## src/rtl/fpd_pkg.sv

```systemverilog
// ----------------------------------------------------------------------------
// fpd_pkg: shared types and constants of the fuzzy PD controller
// Widths of the fixed-point datapath, item codes and controller commands.
// ----------------------------------------------------------------------------
package fpd_pkg;

  localparam int SETS       = 7;
  localparam int DATA_WIDTH = 16;
  localparam int VERTS      = 3;

  localparam int FRAC_BITS   = 8;
  localparam int GRADE_W     = FRAC_BITS + 1;
  localparam int GRADE_ONE   = 1 << FRAC_BITS;
  localparam int GRADE_STEPS = GRADE_W;

  localparam int SET_W      = $clog2(SETS);
  localparam int RULE_DEPTH = SETS * SETS;
  localparam int VTX_DEPTH  = SETS * VERTS;
  localparam int RULE_AW    = $clog2(RULE_DEPTH);
  localparam int VTX_AW     = $clog2(VTX_DEPTH);

  localparam int RULE_W = 8;
  localparam int VAL_W  = 16;
  localparam int GAIN_W = 16;
  localparam int LIM_W  = 15;
  localparam int OUT_W  = 16;

  // Weight is a product of two grades, at most 1.0 * 1.0.
  localparam int W_W    = 2 * GRADE_W - 1;
  localparam int TOP_W  = W_W + RULE_W + $clog2(RULE_DEPTH);
  localparam int BOT_W  = W_W + $clog2(RULE_DEPTH);
  localparam int NUM_W  = TOP_W + GAIN_W + 1;
  localparam int QP_W   = 2 * (VAL_W + 1);
  localparam int CMP_W  = ((DATA_WIDTH > VAL_W) ? DATA_WIDTH : VAL_W) + 1;
  localparam int DEN_W  = ((BOT_W + FRAC_BITS + 2) > CMP_W) ? (BOT_W + FRAC_BITS + 2) : CMP_W;
  localparam int STEP_W = $clog2(NUM_W + 1);

  localparam int CFG_IDX_W = 8;

  typedef enum logic [1:0] {
    KIND_STEP     = 2'd0,
    KIND_RULE     = 2'd1,
    KIND_ERR_VTX  = 2'd2,
    KIND_RATE_VTX = 2'd3
  } kind_t;

  localparam logic [CFG_IDX_W-1:0] CFG_ERROR_GAIN   = 8'd0;
  localparam logic [CFG_IDX_W-1:0] CFG_RATE_GAIN    = 8'd1;
  localparam logic [CFG_IDX_W-1:0] CFG_OUTPUT_GAIN  = 8'd2;
  localparam logic [CFG_IDX_W-1:0] CFG_OUTPUT_LIMIT = 8'd3;

  localparam logic [GAIN_W-1:0] GAIN_RESET  = 16'd256;
  localparam logic [LIM_W-1:0]  LIMIT_RESET = 15'd32767;

  typedef struct packed {
    logic             accept;
    logic             capture;
    logic             quant;
    logic [1:0]       voff;
    logic             latch_a;
    logic             latch_b;
    logic             latch_c;
    logic             sel_rate;
    logic [SET_W-1:0] set_idx;
    logic [SET_W-1:0] col_idx;
    logic             grade_eval;
    logic             grade_div_wr;
    logic             prod_fetch;
    logic             prod_acc;
    logic             final_mul;
    logic             final_start;
    logic             out_load;
  } cmd_t;

  typedef struct packed {
    logic need_div;
    logic div_done;
    logic bottom_zero;
  } stat_t;

endpackage

```

## src/rtl/fpd_ctrl.sv

```systemverilog
// ----------------------------------------------------------------------------
// fpd_ctrl: sequencer of the fuzzy PD controller
// Steps the datapath through quantizing, grades, rule sums and scaling.
// ----------------------------------------------------------------------------
module fpd_ctrl (
  input  logic            clk,
  input  logic            rst,
  input  logic            in_valid,
  input  logic [1:0]      kind,
  output logic            in_ready,
  output logic            out_valid,
  input  logic            out_ready,
  output fpd_pkg::cmd_t   cmd,
  input  fpd_pkg::stat_t  stat
);

  typedef enum logic [3:0] {
    S_IDLE, S_QUANT, S_VA, S_VB, S_VC, S_VD, S_GSET, S_GDIV,
    S_P0, S_P1, S_FMUL, S_FSTART, S_FDIV, S_DONE
  } state_t;

  localparam logic [fpd_pkg::SET_W-1:0] LAST = fpd_pkg::SET_W'(fpd_pkg::SETS - 1);

  state_t                    state;
  logic [fpd_pkg::SET_W-1:0] set_idx, col_idx;
  logic                      sel_rate;
  logic                      accept, out_free, grade_done;

  assign in_ready   = (state == S_IDLE);
  assign accept     = in_valid && in_ready;
  assign out_free   = !out_valid || out_ready;
  assign grade_done = ((state == S_GSET) && !stat.need_div)
                      || ((state == S_GDIV) && stat.div_done);

  always_comb begin
    cmd          = '0;
    cmd.set_idx  = set_idx;
    cmd.col_idx  = col_idx;
    cmd.sel_rate = sel_rate;
    case (state)
      S_IDLE: begin
        cmd.accept  = accept;
        cmd.capture = accept && (kind == fpd_pkg::KIND_STEP);
      end
      S_QUANT:  cmd.quant = 1'b1;
      S_VA:     cmd.voff = 2'd0;
      S_VB: begin
        cmd.voff    = 2'd1;
        cmd.latch_a = 1'b1;
      end
      S_VC: begin
        cmd.voff    = 2'd2;
        cmd.latch_b = 1'b1;
      end
      S_VD:     cmd.latch_c = 1'b1;
      S_GSET:   cmd.grade_eval = 1'b1;
      S_GDIV:   cmd.grade_div_wr = stat.div_done;
      S_P0:     cmd.prod_fetch = 1'b1;
      S_P1:     cmd.prod_acc = 1'b1;
      S_FMUL:   cmd.final_mul = 1'b1;
      S_FSTART: cmd.final_start = !stat.bottom_zero;
      S_DONE:   cmd.out_load = out_free;
      default: ;
    endcase
  end

  always_ff @(posedge clk) begin
    if (rst) begin
      state     <= S_IDLE;
      set_idx   <= '0;
      col_idx   <= '0;
      sel_rate  <= 1'b0;
      out_valid <= 1'b0;
    end else begin
      if (out_valid && out_ready)
        out_valid <= 1'b0;
      // Grades alternate error then rate for each set.
      if (grade_done) begin
        if (!sel_rate) begin
          sel_rate <= 1'b1;
          state    <= S_VA;
        end else begin
          sel_rate <= 1'b0;
          if (set_idx == LAST) begin
            set_idx <= '0;
            col_idx <= '0;
            state   <= S_P0;
          end else begin
            set_idx <= set_idx + 1'b1;
            state   <= S_VA;
          end
        end
      end
      case (state)
        S_IDLE: begin
          if (accept && (kind == fpd_pkg::KIND_STEP)) begin
            set_idx  <= '0;
            sel_rate <= 1'b0;
            state    <= S_QUANT;
          end
        end
        S_QUANT: state <= S_VA;
        S_VA:    state <= S_VB;
        S_VB:    state <= S_VC;
        S_VC:    state <= S_VD;
        S_VD:    state <= S_GSET;
        S_GSET: begin
          if (stat.need_div)
            state <= S_GDIV;
        end
        S_GDIV: ;
        S_P0:    state <= S_P1;
        S_P1: begin
          if (col_idx == LAST) begin
            col_idx <= '0;
            if (set_idx == LAST) begin
              set_idx <= '0;
              state   <= S_FMUL;
            end else begin
              set_idx <= set_idx + 1'b1;
              state   <= S_P0;
            end
          end else begin
            col_idx <= col_idx + 1'b1;
            state   <= S_P0;
          end
        end
        S_FMUL:   state <= S_FSTART;
        S_FSTART: state <= stat.bottom_zero ? S_DONE : S_FDIV;
        S_FDIV: begin
          if (stat.div_done)
            state <= S_DONE;
        end
        S_DONE: begin
          if (out_free) begin
            out_valid <= 1'b1;
            state     <= S_IDLE;
          end
        end
        default: state <= S_IDLE;
      endcase
    end
  end

endmodule

```

## config.mk

```make
export PLATFORM = sky130hd
export DESIGN_NAME = fpd_ctrl
export DESIGN_NICKNAME = d
export VERILOG_FILES = /design/src/rtl/fpd_pkg.sv /design/src/rtl/fpd_ctrl.sv
export SDC_FILE = /design/constraint.sdc
export NUM_CORES = 1
export LEC_CHECK = 0
export BUFFER_PORTS_ARGS = -buffer_cell sky130_fd_sc_hd__buf_2
export CAP_MARGIN = 20
export CORE_MARGIN = 2
export CORE_UTILIZATION = 48
export CTS_CLUSTER_DIAMETER = 120
export CTS_CLUSTER_SIZE = 24
export DETAILED_ROUTE_END_ITERATION = 16
export GPL_ROUTABILITY_DRIVEN = 1
export PLACE_DENSITY = 0.8
export SYNTH_ARGS = -nofsm -noshare
export SYNTH_HDL_FRONTEND = slang
export SYNTH_SLANG_ARGS = --single-unit
```

## constraint.sdc

```tcl
create_clock -name clk -period 1.9 [get_ports clk]
set_input_delay 0.19 -clock clk [delete_from_list [all_inputs] [get_ports clk]]
set_output_delay 0.19 -clock clk [all_outputs]
set_load 0.02 [all_outputs]
```

Word-level counts from Yosys, hierarchy flattened. Index checks and enable logic that the tools add are counted.

Output and inout bits: 24. Input bits: 9. Register bits: 12. Word-level logic and storage cells: 80.

Reductions and logical operators: 16. Add/subtract/negate cells: 2. Multiplexer cells: 42. Equality and inequality tests: 15.

Operator list (count): $pmux 4 s14 (1); $mux 4 (8); $mux 3 (10); $eq 4x4->1 const B (6); $mux 1 (19); $eq 4x3->1 const B (4); $eq 4x2->1 const B (2); $add 3x1->3 const B (2); $eq 3x3->1 const B (2); $pmux 3 s2 (1); $reduce_bool 2->1 (3); $logic_and 1x1->1 (5); $eq 4x1->1 const B (1); $logic_not 4->1 (1); $mux 2 (2); $pmux 2 s2 (1); $logic_not 1->1 (3); $reduce_and 3->1 (1); $logic_not 2->1 (1); $logic_or 1x1->1 (2).

Longest topological paths before layout. Gate-level depths: netlist of the first run.

Depth after elaboration: 6. Mapped depth: 6. Mapped depth without buffers: 4.

Least setup slack after synthesis of the first run. No wires, ideal clock.

Path kind: flip-flop to output port. Start point: register state[2]. End point: output cmd[18] in the netlist's numbering. Arrival time: 1.537 ns. Stages on the path, launching flop included: 5. Setup slack: 0.173 ns. Required time: 1.710 ns. Path buffers: 2. Cells stage by stage: dfxtp_1 clkbuf_1 nand2_1 nor3_1 buf_4.

RTL lines: from (decl) (line fpd_ctrl.sv:24) `state_t state;`; from (signal assigned) (line fpd_ctrl.sv:129) `S_FSTART: state <= stat.bottom_zero ? S_DONE : S_FDIV;`; to (decl) (line fpd_ctrl.sv:13) `output fpd_pkg::cmd_t cmd,`.

==> results.py, run 1 <==
metrics = {
    "clock_network": {
        "clk_pin_slew_ns": 0.08,
        "clock_latency_ns": 0.28,
        "cts_root_buf": "clkbuf_4",
        "postCtsSetupRepairBufs": 0,
        "cts_resized": 0,
        "hold_buffers": 0,
        "numCtsBuffers": 3,
        "htreeDepth": 1,
        "ctsLongestPathBuffers": 2,
        "clkSinkCount": 12,
        "cts_tree": "done",
    },
    "worst_hold_path": {
        "holdPathEnd": "col_idx[0]",
        "min_path_cells": 2,
        "min_from": "rst",
        "hold_class": "in2reg",
    },
    "sta": {
        "finalCritPeriodShare_pct": 93.52,
        "fin_crit_ns": 1.777,
        "whs_ns": 0.2483,
        "tightest_slew_ns": 0.3964,
        "fin_skew_ns": 0.007559,
        "finalSetupTns_ns": 0,
        "finalMaxSlewViolations": 0,
        "fmax_ghz": 0.5628,
        "hold_viol_final": 0,
        "rsz0062_at_grt": "no",
        "setup_viol": 0,
        "max-slew-margin-rel_pct": 73.54,
    },
    "final_layout": {
        "drive_gt1_share_pct": 36.36,
        "final_util_pct": 62.22,
        "mostFrequentLayoutCells": "32 x buf_2, 11 x nor3_1, 11 x dfxtp_1",
        "area_growth_pct": 19.89,
        "final_area_mm2": 0.001086,
        "final_cells": 168,
        "insertedDiodeCount": 0,
        "fillCellCount": 183,
        "fin_nets": 153,
        "final_common_cell": "buf_2",
    },
    "worst_setup_path": {
        "reg2regPathDepth": 4,
        "start_kind": "flop",
        "path_class": "reg2out",
        "r2r_start": "state[2]",
        "r2r_end": "set_idx[1]",
        "end_kind": "output pin",
        "r2r_slack_ns": 0.38,
        "cp.arrival_ns": 1.59,
        "crit_required_ns": 1.71,
        "cp_max_fo": 13,
    },
    "place": {
        "dp_cells": 164,
        "numPortBuffers": 32,
        "place_area_mm2": 0.001047,
        "place.gp.congestion": 0.9235,
        "dpl.hpwl_mm": 1.631,
    },
    "yosys": {
        "synth_cell_types": 44,
        "synth_seq_area_share_pct": 26.52,
        "netlist_instances": 115,
        "synthTopCellsByArea": "dfxtp_1 27%, nor3_1 6.1%, a21oi_1 5.5%",
        "synth_top_cell_area_share_pct": 26.52,
        "synth_fp_nets": 124,
        "synth_ff_type": "dfxtp_1",
        "synth-seq-cells": 12,
        "synth-async-reset-ratio_pct": 0,
        "synth_warnings": 0,
        "avgSynthCellArea_um2": 7.877,
        "synth_edf_count": 0,
        "netlist_area_um2": 905.9,
        "synth_top_cell_by_area": "dfxtp_1",
    },
    "routing": {
        "viasPerCell": 5.714,
        "drt-pass1-iter-count": 4,
        "postRouteAntennaNets": 0,
        "drt_iter0_markers": 23,
        "vias": 960,
        "drt_wl_total_mm": 2.173,
        "wl_per_cell_um": 12.93,
        "drc_errors": 0,
    },
    "floorplan": {
        "rows": 15,
        "coreArea_mm2": 0.001745,
        "die_area_mm2": 0.002251,
        "start_util_pct": 51.90,
        "die-height_um": 47.44,
        "io_pins": 33,
        "die_width_um": 47.44,
    },
    "power": {
        "ir_drop_mv": 0.4051,
        "p_per_area_mw_per_mm2": 524.8,
        "p_leak_uw": 0.0004345,
    },
    "run": {
        "drv_cap": 0,
    },
    "grt": {
        "grt_antenna_before_repair": 0,
        "track_usage_pct": 21.01,
        "overflow": 0,
        "grt_pass1_wl_mm": 3.305,
        "grt_max_degree": 18,
        "grt_pass1_vias": 756,
    },
    "status": {
        "status": "finished, final reports clean",
    },
}
==> per-layer routing <==
metal / share of wire, % / wire [um] / global-route usage, %
met2: 48 / 1049 / 34.32
met3: 5.0 / 109 / 2.642
met4: 3.0 / 65 / 12.78
met5: 0 / 0 / 0
met1: 44 / 948 / 26.21
==> critical path: stages (launching register included) <==
cell	delay (ns)
dfxtp_1	0.43
nor4_2	0.34
and3_2	0.34
buf_2	0.19
==> synth_stat cells, drive strengths merged, types with 2 or more instances <==
library cell and number:
o41ai 2, nand3b 3, nand2b 8, nand2 4, inv 6, a21oi 11
nor2 7, nand4b 2, a211oi 3, nor3 12, a31oi 2, o21ai 5
clkbuf 3, o31ai 2, buf 8, nor2b 3, dfxtp 12, nand3 3
o22ai 2, or2 2
==> worst max path at each step <==
stage	startpoint	to	slack, ns
floorplan	state[2]	cmd[18]	0.17
global placement	state[0]	set_idx[0]	0.36
detailed placement	state[0]	set_idx[1]	0.31
CTS	state[2]	cmd[20]	0.03
global route	state[2]	cmd[20]	0.02
finish	state[2]	cmd[20]	0.12
==> stage by stage <==
step	setup slack (ns)	total power, uW
after floorplan	0.1729	344.1
after global placement	0.3563	365.8
after detailed placement	0.3119	368.4
after CTS	0.02650	577.6
after global routing	0.02149	594.9
final	0.1231	569.9
==> flip-flops by register name, indices dropped and copies added, names as in the netlist <==
signal,count
out_valid,1
col_idx,3
set_idx,3
sel_rate,1
state,4
==> area by class of cell <==
class | instances | area (um^2) | area share [%]
Multi-Input combinational cell | 86 | 571.8 | 52.65
Sequential cell | 12 | 241.5 | 22.24
Timing Repair Buffer | 35 | 182.7 | 16.82
Clock buffer | 4 | 36.28 | 3.341
Tap cell | 25 | 31.28 | 2.880
Inverter | 6 | 22.52 | 2.074
==> power breakdown <==
group          switching, uW  internal, uW  leakage [uW]
clock network           90.1           117     0.0000210
logic                   57.1          40.1      0.000316
registers               10.5           255     0.0000972
==> logic make-up after synthesis <==
family | count (synthesis) | share of synthesized area [%]
buf+inv | 17 | 10.50
simple gates | 50 | 32.87
flops | 12 | 26.52
compound gates | 35 | 29.14
xor+xnor | 1 | 0.9670
Power figures use the tool's default switching activity.
==> run 2: changes to the inputs <==
--- a/config.mk
+++ b/config.mk
@@ -8,12 +8,13 @@
 export BUFFER_PORTS_ARGS = -buffer_cell sky130_fd_sc_hd__buf_2
 export CAP_MARGIN = 20
 export CORE_MARGIN = 2
-export CORE_UTILIZATION = 48
+export CORE_UTILIZATION = 35
 export CTS_CLUSTER_DIAMETER = 120
 export CTS_CLUSTER_SIZE = 24
 export DETAILED_ROUTE_END_ITERATION = 16
 export GPL_ROUTABILITY_DRIVEN = 1
-export PLACE_DENSITY = 0.8
+export PLACE_DENSITY = 0.62
+export SETUP_SLACK_MARGIN = 0.3
 export SYNTH_ARGS = -nofsm -noshare
 export SYNTH_HDL_FRONTEND = slang
 export SYNTH_SLANG_ARGS = --single-unit
==> run 2 against run 1 <==
Compared with the run above: global-route usage down 5.4 points; first-iteration DRC count down 43%; largest cell class unchanged; design area up 6.3%; worst hold slack worse by 0.0027 ns; critical path type unchanged; clock skew down 0.0013 ns; non-clock buffer count up 3; combinational power up 11%; worst setup slack better by 0.26 ns; largest power group unchanged; critical endpoint is now cmd[0].
==> results.py, run 2 (synthesis gave the netlist of run 1 again) <==
metrics = {
    "routing": {
        "drt-pass1-iter-count": 4,
        "wl_per_cell_um": 12.38,
        "drt_iter0_markers": 13,
        "drt_wl_total_mm": 2.178,
        "postRouteAntennaNets": 0,
        "drc_errors": 0,
        "vias": 942,
        "viasPerCell": 5.352,
    },
    "worst_setup_path": {
        "cp_max_fo": 12,
        "crit_required_ns": 1.71,
        "cp.arrival_ns": 1.33,
        "critPathSlowestCell": "dfxtp_4",
        "slowest_delay_ns": 0.39,
        "start_kind": "flop",
        "end_kind": "output pin",
        "r2r_slack_ns": 0.44,
        "path_cells": "buf_4, nor2b_2, nand3_1, nor2b_1, buf_2",
        "path_class": "reg2out",
    },
    "floorplan": {
        "die_area_mm2": 0.003011,
        "die-height_um": 54.88,
        "start_util_pct": 36.90,
        "io_pins": 33,
        "die_width_um": 54.88,
        "rows": 18,
        "coreArea_mm2": 0.002455,
    },
    "grt": {
        "grt_pass1_vias": 777,
        "overflow": 0,
        "grt_antenna_before_repair": 0,
        "grt_max_degree": 15,
        "grt_pass1_wl_mm": 3.408,
        "track_usage_pct": 15.63,
    },
    "clock_network": {
        "cts_root_buf": "clkbuf_4",
        "ctsLongestPathBuffers": 2,
        "clkSinkCount": 12,
        "htreeDepth": 1,
        "clock_latency_ns": 0.27,
        "clk_pin_slew_ns": 0.08,
        "numCtsBuffers": 3,
        "postCtsSetupRepairBufs": 0,
        "cts_tree": "done",
    },
    "final_layout": {
        "fillCellCount": 268,
        "fin_nets": 156,
        "largest-register": "state",
        "drive_gt1_share_pct": 41.78,
        "final_area_mm2": 0.001155,
        "largest_register_ffs": 4,
        "insertedDiodeCount": 0,
        "area_growth_pct": 27.49,
        "reg_top3": "state x4, col_idx x3, set_idx x3",
        "mostFrequentLayoutCells": "31 x buf_2, 10 x a21oi_1, 9 x dfxtp_1",
        "final_common_cell": "buf_2",
    },
    "sta": {
        "finalCritPeriodShare_pct": 80.01,
        "fin_crit_ns": 1.520,
        "max-slew-margin-rel_pct": 75.45,
        "finalMaxSlewViolations": 0,
        "fin_skew_ns": 0.006255,
        "hold_viol_final": 0,
        "tightest_slew_ns": 0.3589,
        "fmax_ghz": 0.6578,
        "setup_viol": 0,
        "rsz0062_at_grt": "yes",
        "finalSetupTns_ns": 0,
    },
    "place": {
        "place_area_mm2": 0.001086,
        "place.gp.congestion": 0.8133,
        "dpl.hpwl_mm": 1.660,
        "numPortBuffers": 32,
    },
    "power": {
        "p_per_area_mw_per_mm2": 499.3,
        "ir_drop_mv": 0.3177,
        "p_leak_uw": 0.0004701,
    },
    "status": {
        "status": "finished, final reports clean",
    },
    "worst_hold_path": {
        "hold_class": "in2reg",
    },
    "run": {
        "drv_cap": 0,
    },
}
-- run 2: timing repair --
action                     CTS  global route
setup endpoints to repair    8            13
resized for setup            4             6
gates cloned                 0             0
hold buffers                 0             0
-- run 2: area by class of cell --
class	instances	area, um^2	share of cell area, %
Clock buffer	4	36.28	3.142
Multi-Input combinational cell	86	601.8	52.11
Sequential cell	12	249.0	21.56
Inverter	6	22.52	1.950
Timing Repair Buffer	38	207.7	17.98
Tap cell	30	37.54	3.250
-- run 2: critical path: cells and delay by family (launching register included) --
family	cells	cell delay, ns
buffers and inverters	2	0.33
DFF	1	0.39
and+or+nand+nor	3	0.34
-- run 2: worst paths after layout --
kind / from / endpoint / depth (start not counted)
setup / recovery: state[1] / cmd[0] / 5
hold / removal: rst / state[1] / 2
setup reg to reg: state[3] / set_idx[0] / 5
hold reg to reg: col_idx[2] / col_idx[2] / 2
-- run 2: stage by stage --
| stage | hold WS (ns) | util [%] | std cells | setup WS [ns] | total power [uW] |
|---|---|---|---|---|---|
| 6_report | 0.2456 | 47.04 | 176 | 0.3799 | 576.6 |
| 5_1_grt | 0.2547 | 47.04 | 176 | 0.2704 | 612.9 |
| 4_1_cts | 0.2515 | 46.38 | 176 | 0.3212 | 579.6 |
| 3_5_place_dp | 0.5344 | 44.24 | 172 | 0.4104 | 373.2 |
| 3_3_place_gp | 0.5285 | 44.24 | 172 | 0.3827 | 372.1 |
| 2_1_floorplan | 0.3761 | - | 115 | 0.3086 | 344.9 |
-- run 2: per-layer routing --
layer	global-route usage [%]	part of all wire, %	up-vias
met1	21.05	47	430
met2	24.40	47	23
met3	2.732	5.0	2
met4	6.250	0.60	0
li1	-	-	487
met5	0	0	-
-- run 2: power breakdown --
part           total (uW)  internal (uW)  switching, uW
Clock                 202            116           85.3
Sequential            267            255           11.6
Combinational         108           48.3           60.0
